## src/rtl/core/pqir_pkg.sv

```systemverilog
package pqir_pkg;

  localparam int PRI_W = 8;
  localparam int ID_W  = 16;
  localparam int HDL_W = 16;
  localparam int OCC_W = 5;
  localparam int CMD_W = 2;
  localparam int ST_W  = 2;

  localparam logic [CMD_W-1:0] CMD_PUSH   = 2'd0;
  localparam logic [CMD_W-1:0] CMD_POP    = 2'd1;
  localparam logic [CMD_W-1:0] CMD_REMOVE = 2'd2;

  localparam logic [ST_W-1:0] ST_OK    = 2'd0;
  localparam logic [ST_W-1:0] ST_EMPTY = 2'd1;
  localparam logic [ST_W-1:0] ST_FULL  = 2'd2;

  // One queue slot.
  typedef struct packed {
    logic             valid;
    logic [PRI_W-1:0] pri;
    logic [ID_W-1:0]  id;
    logic [HDL_W-1:0] hdl;
  } entry_t;

  // Command broadcast to every cell.
  typedef struct packed {
    logic             en;
    logic             push;
    logic             pop;
    logic             remove;
    logic [PRI_W-1:0] pri;
    logic [ID_W-1:0]  id;
    logic [HDL_W-1:0] hdl;
  } cell_ctl_t;

endpackage

```

## src/rtl/core/priority_queue_with_id_removal.sv

```systemverilog
// Stable priority queue with removal by message id.
// Input channel (s_axis): tuser carries the command (push, pop head, remove by
// id); tdata carries priority, message id and payload handle of a push, or the
// id searched by a remove. Output channel (m_axis): one word per command, with
// the status in tuser and the removed entry plus the occupancy in tdata.
// Entries sit in a row of cells sorted by priority, head in cell 0; a push is
// placed behind all entries of equal or higher priority, so equal priorities
// leave in arrival order. All cells compare against the command at once and
// shift toward or away from the head in the same cycle.
// Latency: the result word is valid the cycle after the command is accepted.
// Throughput: one command per cycle while the output is not stalled; each
// command updates the cell row and its result is held in the output register.
// When the receiver stalls, the output word holds and s_axis_tready drops
// until it is taken; a new command is accepted in the same cycle the pending
// word leaves.
// Reset empties the queue and clears the output valid; no clearing pass.
module priority_queue_with_id_removal #(
  parameter int CAPACITY = 16
) (
  input  logic        clk_i,
  input  logic        rst_ni,
  input  logic        s_axis_tvalid_i,
  output logic        s_axis_tready_o,
  // [7:0] priority_req, [23:8] message_id, [39:24] payload_handle
  input  logic [39:0] s_axis_tdata_i,
  // [1:0] cmd
  input  logic [1:0]  s_axis_tuser_i,
  output logic        m_axis_tvalid_o,
  input  logic        m_axis_tready_i,
  // [7:0] out_priority, [23:8] out_message_id, [39:24] out_handle,
  // [44:40] occupancy, [47:45] zero
  output logic [47:0] m_axis_tdata_o,
  // [1:0] status
  output logic [1:0]  m_axis_tuser_o
);
  import pqir_pkg::*;

  localparam int CNT_W = $clog2(CAPACITY + 1);

  cell_ctl_t   ctl;
  entry_t      ent [CAPACITY];
  entry_t      sel [CAPACITY];
  logic        ins [CAPACITY+1];
  logic        hit [CAPACITY+1];
  entry_t      found;
  logic        accept;
  logic [CNT_W-1:0] cnt_q, cnt_d;
  logic [CNT_W+OCC_W-1:0] cnt_ext;
  logic [ST_W-1:0] status;

  logic            out_valid_q;
  logic [47:0]     out_data_q, out_data_d;
  logic [ST_W-1:0] out_status_q;

  assign s_axis_tready_o = !out_valid_q || m_axis_tready_i;
  assign accept = s_axis_tvalid_i && s_axis_tready_o;

  // Drop a push into a full row: leave every cell as it is.
  assign ctl.en     = accept && !(ctl.push && (cnt_q == CNT_W'(CAPACITY)));
  assign ctl.push   = (s_axis_tuser_i == CMD_PUSH);
  assign ctl.pop    = (s_axis_tuser_i == CMD_POP);
  assign ctl.remove = (s_axis_tuser_i == CMD_REMOVE);
  assign ctl.pri    = s_axis_tdata_i[7:0];
  assign ctl.id     = s_axis_tdata_i[23:8];
  assign ctl.hdl    = s_axis_tdata_i[39:24];

  assign ins[0] = 1'b0;
  assign hit[0] = 1'b0;

  for (genvar i = 0; i < CAPACITY; i++) begin : g_cell
    entry_t left_w, right_w;
    if (i == 0) begin : g_head
      assign left_w = '0;
    end else begin : g_mid
      assign left_w = ent[i-1];
    end
    if (i == CAPACITY - 1) begin : g_tail
      assign right_w = '0;
    end else begin : g_body
      assign right_w = ent[i+1];
    end
    pqir_cell u_cell (
      .clk_i      (clk_i),
      .rst_ni     (rst_ni),
      .ctl_i      (ctl),
      .left_i     (left_w),
      .right_i    (right_w),
      .ins_left_i (ins[i]),
      .hit_left_i (hit[i]),
      .ent_o      (ent[i]),
      .ins_o      (ins[i+1]),
      .hit_o      (hit[i+1]),
      .sel_o      (sel[i])
    );
  end

  // At most one cell selects, so an OR gathers the removed word.
  always_comb begin
    found = '0;
    for (int i = 0; i < CAPACITY; i++) begin
      found = found | sel[i];
    end
  end

  always_comb begin
    cnt_d  = cnt_q;
    status = ST_EMPTY;
    if (ctl.push) begin
      if (cnt_q == CNT_W'(CAPACITY)) begin
        status = ST_FULL;
      end else begin
        status = ST_OK;
        cnt_d  = cnt_q + 1'b1;
      end
    end else if ((ctl.pop || ctl.remove) && hit[CAPACITY]) begin
      status = ST_OK;
      cnt_d  = cnt_q - 1'b1;
    end
  end

  assign cnt_ext = {{OCC_W{1'b0}}, cnt_d};

  always_comb begin
    out_data_d = '0;
    if (ctl.pop || ctl.remove) begin
      out_data_d[7:0]   = found.pri;
      out_data_d[23:8]  = found.id;
      out_data_d[39:24] = found.hdl;
    end
    out_data_d[44:40] = cnt_ext[OCC_W-1:0];
  end

  always_ff @(posedge clk_i or negedge rst_ni) begin
    if (!rst_ni) begin
      cnt_q       <= '0;
      out_valid_q <= 1'b0;
    end else begin
      if (accept) begin
        cnt_q       <= cnt_d;
        out_valid_q <= 1'b1;
      end else if (m_axis_tready_i) begin
        out_valid_q <= 1'b0;
      end
    end
  end

  always_ff @(posedge clk_i) begin
    if (accept) begin
      out_data_q   <= out_data_d;
      out_status_q <= status;
    end
  end

  assign m_axis_tvalid_o = out_valid_q;
  assign m_axis_tdata_o  = out_data_q;
  assign m_axis_tuser_o  = out_status_q;

endmodule

```

## src/rtl/core/pqir_cell.sv

```systemverilog
module pqir_cell (
  input  logic               clk_i,
  input  logic               rst_ni,
  input  pqir_pkg::cell_ctl_t ctl_i,
  input  pqir_pkg::entry_t   left_i,
  input  pqir_pkg::entry_t   right_i,
  input  logic               ins_left_i,
  input  logic               hit_left_i,
  output pqir_pkg::entry_t   ent_o,
  output logic               ins_o,
  output logic               hit_o,
  output pqir_pkg::entry_t   sel_o
);
  import pqir_pkg::*;

  logic   valid_q, valid_d;
  entry_t data_q, data_d;
  logic   match;
  logic   first;

  // Insert point: first slot that is free or holds a lower priority.
  assign ins_o = !valid_q || (data_q.pri < ctl_i.pri);
  assign match = valid_q && (ctl_i.pop || (data_q.id == ctl_i.id));
  assign hit_o = hit_left_i | match;
  assign first = match && !hit_left_i;

  assign ent_o = '{valid: valid_q, pri: data_q.pri, id: data_q.id, hdl: data_q.hdl};
  assign sel_o = first ? ent_o : '0;

  always_comb begin
    valid_d = valid_q;
    data_d  = data_q;
    if (ctl_i.en && ctl_i.push && ins_o) begin
      if (ins_left_i) begin
        // make room: take the word of the left neighbor
        valid_d = left_i.valid;
        data_d  = left_i;
      end else begin
        valid_d = 1'b1;
        data_d  = '{valid: 1'b1, pri: ctl_i.pri, id: ctl_i.id, hdl: ctl_i.hdl};
      end
    end else if (ctl_i.en && (ctl_i.pop || ctl_i.remove) && hit_o) begin
      // close the gap behind the removed slot
      valid_d = right_i.valid;
      data_d  = right_i;
    end
  end

  always_ff @(posedge clk_i or negedge rst_ni) begin
    if (!rst_ni) begin
      valid_q <= 1'b0;
    end else begin
      valid_q <= valid_d;
    end
  end

  always_ff @(posedge clk_i) begin
    data_q <= data_d;
  end

endmodule

```

## config.mk

```make
export PLATFORM = sky130hd
export DESIGN_NAME = priority_queue_with_id_removal
export DESIGN_NICKNAME = d
export VERILOG_FILES = /design/src/rtl/core/pqir_pkg.sv /design/src/rtl/core/priority_queue_with_id_removal.sv /design/src/rtl/core/pqir_cell.sv
export SDC_FILE = /design/constraint.sdc
export NUM_CORES = 2
export LEC_CHECK = 0
export ABC_AREA = 1
export CAP_MARGIN = 10
export CORE_MARGIN = 2
export CORE_UTILIZATION = 25
export CTS_CLUSTER_DIAMETER = 40
export DETAILED_ROUTE_END_ITERATION = 16
export DONT_BUFFER_PORTS = 1
export RECOVER_POWER = 25
export SETUP_SLACK_MARGIN = 0.3
export SLEW_MARGIN = 20
export SYNTH_ARGS = -nofsm -noshare
export SYNTH_HDL_FRONTEND = slang
export SYNTH_SLANG_ARGS = --single-unit
```

## constraint.sdc

```tcl
create_clock -name clk_i -period 8.3 [get_ports clk_i]
set_clock_uncertainty 0.05 [all_clocks]
set_input_delay 1.66 -clock clk_i [delete_from_list [all_inputs] [get_ports clk_i]]
set_output_delay 1.66 -clock clk_i [all_outputs]
set_load 0.01 [all_outputs]
```

Word-level counts from Yosys, hierarchy flattened
Cells that the tools add are included.
{"block": "totals", "wordCells": 408, "mem_count": 0, "ramBits": 0, "in_bits": 46, "rom_bits": 0, "ff_bits": 709, "output_inout_bits": 52, "latch_bits": 0}
{"block": "op_classes", "n_bitwise": 30, "add_sub_neg": 2, "shift": 0, "n_lt_le_gt_ge": 16, "reduce_logical": 154, "multipliers": 0, "n_div": 0, "mux": 118, "eq_ne": 19}
{"op": "2-to-1 mux 40 bit", "n": 63}
{"op": "bitwise OR 40 bit", "n": 15}
{"op": "== test 16 bit", "n": 16}
{"op": "< comparator 8 bit", "n": 16}
{"op": "logical AND 1 bit", "n": 69}
{"op": "2-to-1 mux 1 bit", "n": 50}
{"op": "logical OR 1 bit", "n": 34}
{"op": "nonzero test 2 bit", "n": 17}
{"op": "logical NOT 1 bit", "n": 33}
{"op": "2-to-1 mux 5 bit", "n": 3}
{"op": "bitwise OR 1 bit", "n": 15}
{"op": "adder 5 x 1 -> 5 bit (second input constant)", "n": 1}
{"op": "== test 5 bit (second input constant)", "n": 1}
{"op": "subtractor 5 x 1 -> 5 bit (second input constant)", "n": 1}
{"op": "2-to-1 mux 2 bit", "n": 2}
{"op": "== test 2 x 1 -> 1 bit (second input constant)", "n": 1}
{"op": "== test 2 bit (second input constant)", "n": 1}
{"op": "logical NOT 2 bit", "n": 1}

Depth between registers and ports, before layout
{"block": "logic_depth", "ltp_word": 21, "ltp_mapped": 26, "depth_no_buf": 23}

Modules after synthesis
Synthesis repeated with hierarchy kept, for this count alone.
{"block": "unflattened", "hier_cells": 7185, "area_unflattened_um2": 54023.1}
{"mod": "pqir_cell", "seq_area_each_um2": 1226.2, "instances": 16, "cells_each": 413, "area_per_inst_um2": 3124.2}
{"mod": "priority_queue_with_id_removal", "seq_area_each_um2": 1561.5, "instances": 1, "cells_each": 577, "area_per_inst_um2": 4035.1}

Least setup slack after synthesis
No wires, ideal clock.
{"block": "synth_timing", "path_type": "input port to flip-flop", "start": "in m_axis_tready_i", "end": "reg g_cell[1].u_cell.valid_q", "setup_ps": 133, "t_required_ps": 8117, "arrival_ps": 6509, "path_buffers": 0, "setup_slack_ps": 1608, "path_stages": 7, "path_cell_list": "inv_1 -> nand2_1 -> nand2_1 -> clkinv_1 -> nand3_1 -> o21ai_0 -> mux2_2"}
{"block": "synth_between", "elab_chain_len": 6, "elab_cells_between_ends": 9, "cone_classes": "mux: 1; reduce/logical: 8"}
{"item": "start: declaration", "line": "priority_queue_with_id_removal.sv:29", "text": "input logic m_axis_tready_i,"}
{"item": "logical OR 1 bit *", "line": "priority_queue_with_id_removal.sv:55", "text": "assign s_axis_tready_o = !out_valid_q || m_axis_tready_i;"}
{"item": "via s_axis_tready_o", "line": "priority_queue_with_id_removal.sv:23", "text": "output logic s_axis_tready_o,"}
{"item": "logical AND 1 bit *", "line": "priority_queue_with_id_removal.sv:56", "text": "assign accept = s_axis_tvalid_i && s_axis_tready_o;"}
{"item": "via accept", "line": "priority_queue_with_id_removal.sv:46", "text": "logic accept;"}
{"item": "logical AND 1 bit *", "line": "priority_queue_with_id_removal.sv:59", "text": "assign ctl.en = accept && !(ctl.push && (cnt_q == CNT_W'(CAPACITY)));"}
{"item": "logical AND 1 bit (on tied branches) (2 in a row)", "line": "pqir_cell.sv:33, pqir_cell.sv:42"}
{"item": "2-to-1 mux 1 bit or nonzero test 2 bit (tied branches)"}
{"item": "end signal: assignment", "line": "pqir_cell.sv:53", "text": "valid_q <= valid_d;"}
{"item": "end: declaration", "line": "pqir_cell.sv:16", "text": "logic valid_q, valid_d;"}
The timed path passes the listed nets; every way through them passes the cells marked *.
A chain may end at the register's enable or synchronous reset.

Worst setup path after layout
{"block": "layout_timing", "start": "in s_axis_tdata_i[3]", "end": "reg g_cell[6].u_cell.data_q, in the netlist g_cell[6].u_cell.ent_o[10] (enable)"}
{"block": "layout_between", "elab_chain_len": 4}
{"item": "start: declaration", "line": "priority_queue_with_id_removal.sv:25", "text": "input logic [39:0] s_axis_tdata_i,"}
{"item": "< comparator 8 bit", "line": "pqir_cell.sv:22", "text": "assign ins_o = !valid_q || (data_q.pri < ctl_i.pri);"}
{"item": "logical OR 1 bit", "line": "pqir_cell.sv:22"}
{"item": "logical AND 1 bit", "line": "pqir_cell.sv:33", "text": "if (ctl_i.en && ctl_i.push && ins_o) begin"}
{"item": "nonzero test 2 bit (no source line)"}
{"item": "end signal: assignment", "line": "pqir_cell.sv:58", "text": "data_q <= data_d;"}
{"item": "end: declaration", "line": "pqir_cell.sv:17", "text": "entry_t data_q, data_d;"}
Every way passes these cells.

==> metrics.md <==
| Metric | Value |
|---|---|
| First-pass GRT wire length | `around 250 mm` |
| Detailed Place HPWL | `115 mm` |
| Die height | `430 um` |
| VDD IR max | `177 uV` |
| Gate power share | `a little over a quarter` |
| Leading register cell type out of synthesis | `edfxtp_1` |
| Sequential share of power | `a little under two fifths` |
| Max-slew violation count | `between 600 and 700` |
| Vias in the first global route | `41600` |
| Yosys cell types | `50` |
| Worst reg2reg path depth | `13` |
| Clk root buf | `clkbuf_16` |
| Power density cells | `273 nW/um2` |
| Post-CTS Resized | `0` |
| # setup viols final | `0` |
| Post-synthesis area per instance | `7.92 um2` |
| Largest net degree at the start of global routing | `84` |
| CTS buffer count | `between 100 and 150` |
| Sw Share | `between 30% and 40%` |
| Vias | `between 40000 and 50000` |
| Crit-path max FO | `43` |
| Final RePlAce weighted congestion | `between 0.8 and 0.9` |
| Number of flops mapped to enable cells by yosys | `roughly 700` |
| Worst hold path class | `flop to flop` |
| Commonest non-fill, non-tap cell in the layout | `nor2_1` |
| Drt pass-1 iters | `6` |
| FF+latch count, synth | `just over 700` |
| Final #Nets | `roughly 5700` |
| Ports | `approximately 100` |
| FFs w/ async S/R, synth | `just over 3%` |
| Final Cycle Share | `around four fifths` |
| Final Hold Fails | `0` |
| Clk slew on worst S/H paths | `about 50 ps` |
| H-tree depth | `3` |
| Design area | `around 52000 um2` |
| Most frequent cells in the layout | `nor2_1 (837), nand2_1 (795), a21oi_1 (782)` |
| Total track usage | `17.0%` |
| Die Wd | `roughly 430 um` |
| Power share of the clock group | `36.9%` |
| Via-per-instance ratio | `~5.3` |
| PortBufs | `0` |
| Worst EP arrival | `6950 ps` |
| Clock Sinks | `709` |
| CP Class | `input port to flop` |
| TNS Setup | `0 ps` |
| Max cap viols | `14` |
| Share of layout cells above drive strength 1 | `between 5 and 6%` |
| Sw Pwr | `~5.1 mW` |
| Hold_buf cts | `0` |
| CTS max path bufs | `3` |
| Req. time, crit path | `~8500 ps` |
| CP Launch Type | `input port` |
| CTS tree | `built` |
| Leak | `20.1 nW` |
| Diodes inserted | `0` |
| DRC | `0` |
| Die area | `185000 um2` |
| Unrepaired setup endpoints after global routing | `false` |
| Post-Syn Instances | `around 5700` |
| WL/cell | `20.3 um` |
| Antenna violations before repair | `0` |
| Final ANT Viol Nets | `0` |
| Fill cells | `around 19000` |
| Sequential fraction of the synthesis area | `46.6%` |
| Post-CTS setup repair buffer count | `0` |
| F_max | `around 0.15 GHz` |
| Hold depth | `2` |
| Worst-skew pair later-pin latency | `between 700 and 800 ps` |
| Detailed-route wire length | `163 mm` |
| Minimum clock period | `~6800 ps` |
| Grt total ovfl | `0` |
| Row count | `156` |
| Initial Util | `25.2%` |
| Max_slew headroom | `-156%` |
| Failing checks | `capacitance limit, slew limit` |
| Status | `finished, violations left` |
| Initial drt markers | `roughly 4800` |
| Synthesis-to-layout area growth | `13.7%` |
| Core ar. | `about 180000 um2` |
| Placed cell area | `47600 um2` |
| Slew @ Worst Pin | `~3800 ps` |
| Internal power | `8.96 mW` |
| Yosys warnings | `0` |
| Mapped Area | `approximately 45000 um2` |
| Crit end category | `flop` |
## worst max-delay path: stages
cell and delay (ps):
inv_1 740, ha_1 290, o211ai_1 90, nand2_1 110, nand3_1 100, a21oi_1 140, a211o_1 120, nand2_1 70
inv_1 90, nor2_2 40, clkbuf_1 790, inv_1 200, clkbuf_1 1550, nand2_4 880
## cell type report
type / instances / area (um2) / share of cell area, %
inverters: 564 / 2120 / 4.10
repair buffers: 89 / 624 / 1.21
well taps: 2370 / 2970 / 5.74
flip-flops and latches: 709 / 21200 / 41.0
clock buffers: 125 / 2980 / 5.77
multi-input cells: 4041 / 20600 / 39.9
clock inverters: 98 / 1160 / 2.24
## Yosys cell counts, types with 11 or more instances
cell type / number / area share, %
o22ai_1: 64 / 0.88
nor3_1: 12 / 0.13
o21ai_0: 679 / 7.5
a21oi_1: 783 / 8.6
clkbuf_1: 325 / 2.7
xnor2_1: 51 / 0.98
buf_1: 30 / 0.25
buf_2: 53 / 0.58
ha_1: 116 / 3.2
inv_2: 17 / 0.14
o211ai_1: 14 / 0.23
o31ai_1: 34 / 0.56
a221oi_1: 13 / 0.25
a211oi_1: 88 / 1.5
dfrtp_1: 22 / 1.2
nand3_1: 301 / 3.3
edfxtp_1: 687 / 45
o2111ai_1: 42 / 0.81
inv_1: 537 / 4.4
nor4_1: 14 / 0.19
nand4_1: 41 / 0.56
buf_4: 11 / 0.18
xor2_1: 78 / 1.5
nand2_1: 807 / 6.7
nor2_1: 844 / 7.0
## routing by layer
layer  wire length [um]  part of all wire (%)  up-vias  global-route usage (%)
li1                   -                     -    19300                       -
met1              68000                    42    20600                    22.7
met2              74500                    46     2109                    27.4
met3              14600                   9.0      351                    3.04
met4               5430                   3.3        0                    5.95
met5                  0                     0        -                       0
## final timing paths
path	start	to	slack (ps)
worst max register to register	cnt_q[0]	g_cell[6].u_cell.ent_o[10]	2360
min in group asynchronous	rst_ni	g_cell[5].u_cell.valid_q	580
worst min-delay path	g_cell[1].u_cell.ent_o[15]	g_cell[0].u_cell.ent_o[15]	520
max in group asynchronous	rst_ni	g_cell[4].u_cell.valid_q	7520
worst max-delay path	s_axis_tdata_i[3]	g_cell[6].u_cell.ent_o[10]	1530
worst min register to register	g_cell[1].u_cell.ent_o[15]	g_cell[0].u_cell.ent_o[15]	520
## state kept, by name, indices dropped and copies added (netlist names)
register and count:
cnt_q 5, g_cell.u_cell.ent_o 640, m_axis_tdata_o 45, m_axis_tvalid_o 1, m_axis_tuser_o 2, g_cell.u_cell.valid_q 16
## stage by stage
stage,total power [mW],hold slack [ps],cells,setup slack (ps),util (%)
after global placement,8.80,487,7772,1610,26.4
after detailed placement,8.87,496,7772,1490,26.4
after floorplan,7.61,443,5734,1610,-
after global routing,14.7,539,7996,962,28.6
final,14.1,519,7996,1530,28.6
after CTS,14.1,516,7995,2260,28.7
## cells by family after synthesis
family	share of synthesized area, %
muxes	0.0248
AOI/OAI and AO/OA	21.0
xor gates and xnor gates	2.49
other	0.00826
and+or+nand+nor	18.3
buffers and inverters	8.39
DFF	46.6
adders and majority gates	3.20
## power groups by stage
| stage | registers (mW) | clock network, mW | logic (mW) |
|---|---|---|---|
| final | 5.20 | 5.20 | 3.69 |
| after global routing | 5.27 | 5.40 | 4.07 |
| after CTS | 5.20 | 5.25 | 3.63 |
| after detailed placement | 5.26 | 0 | 3.61 |
| after global placement | 5.25 | 0 | 3.55 |
| after floorplan | 5.10 | 0 | 2.51 |
Power figures use the tool's default switching activity.
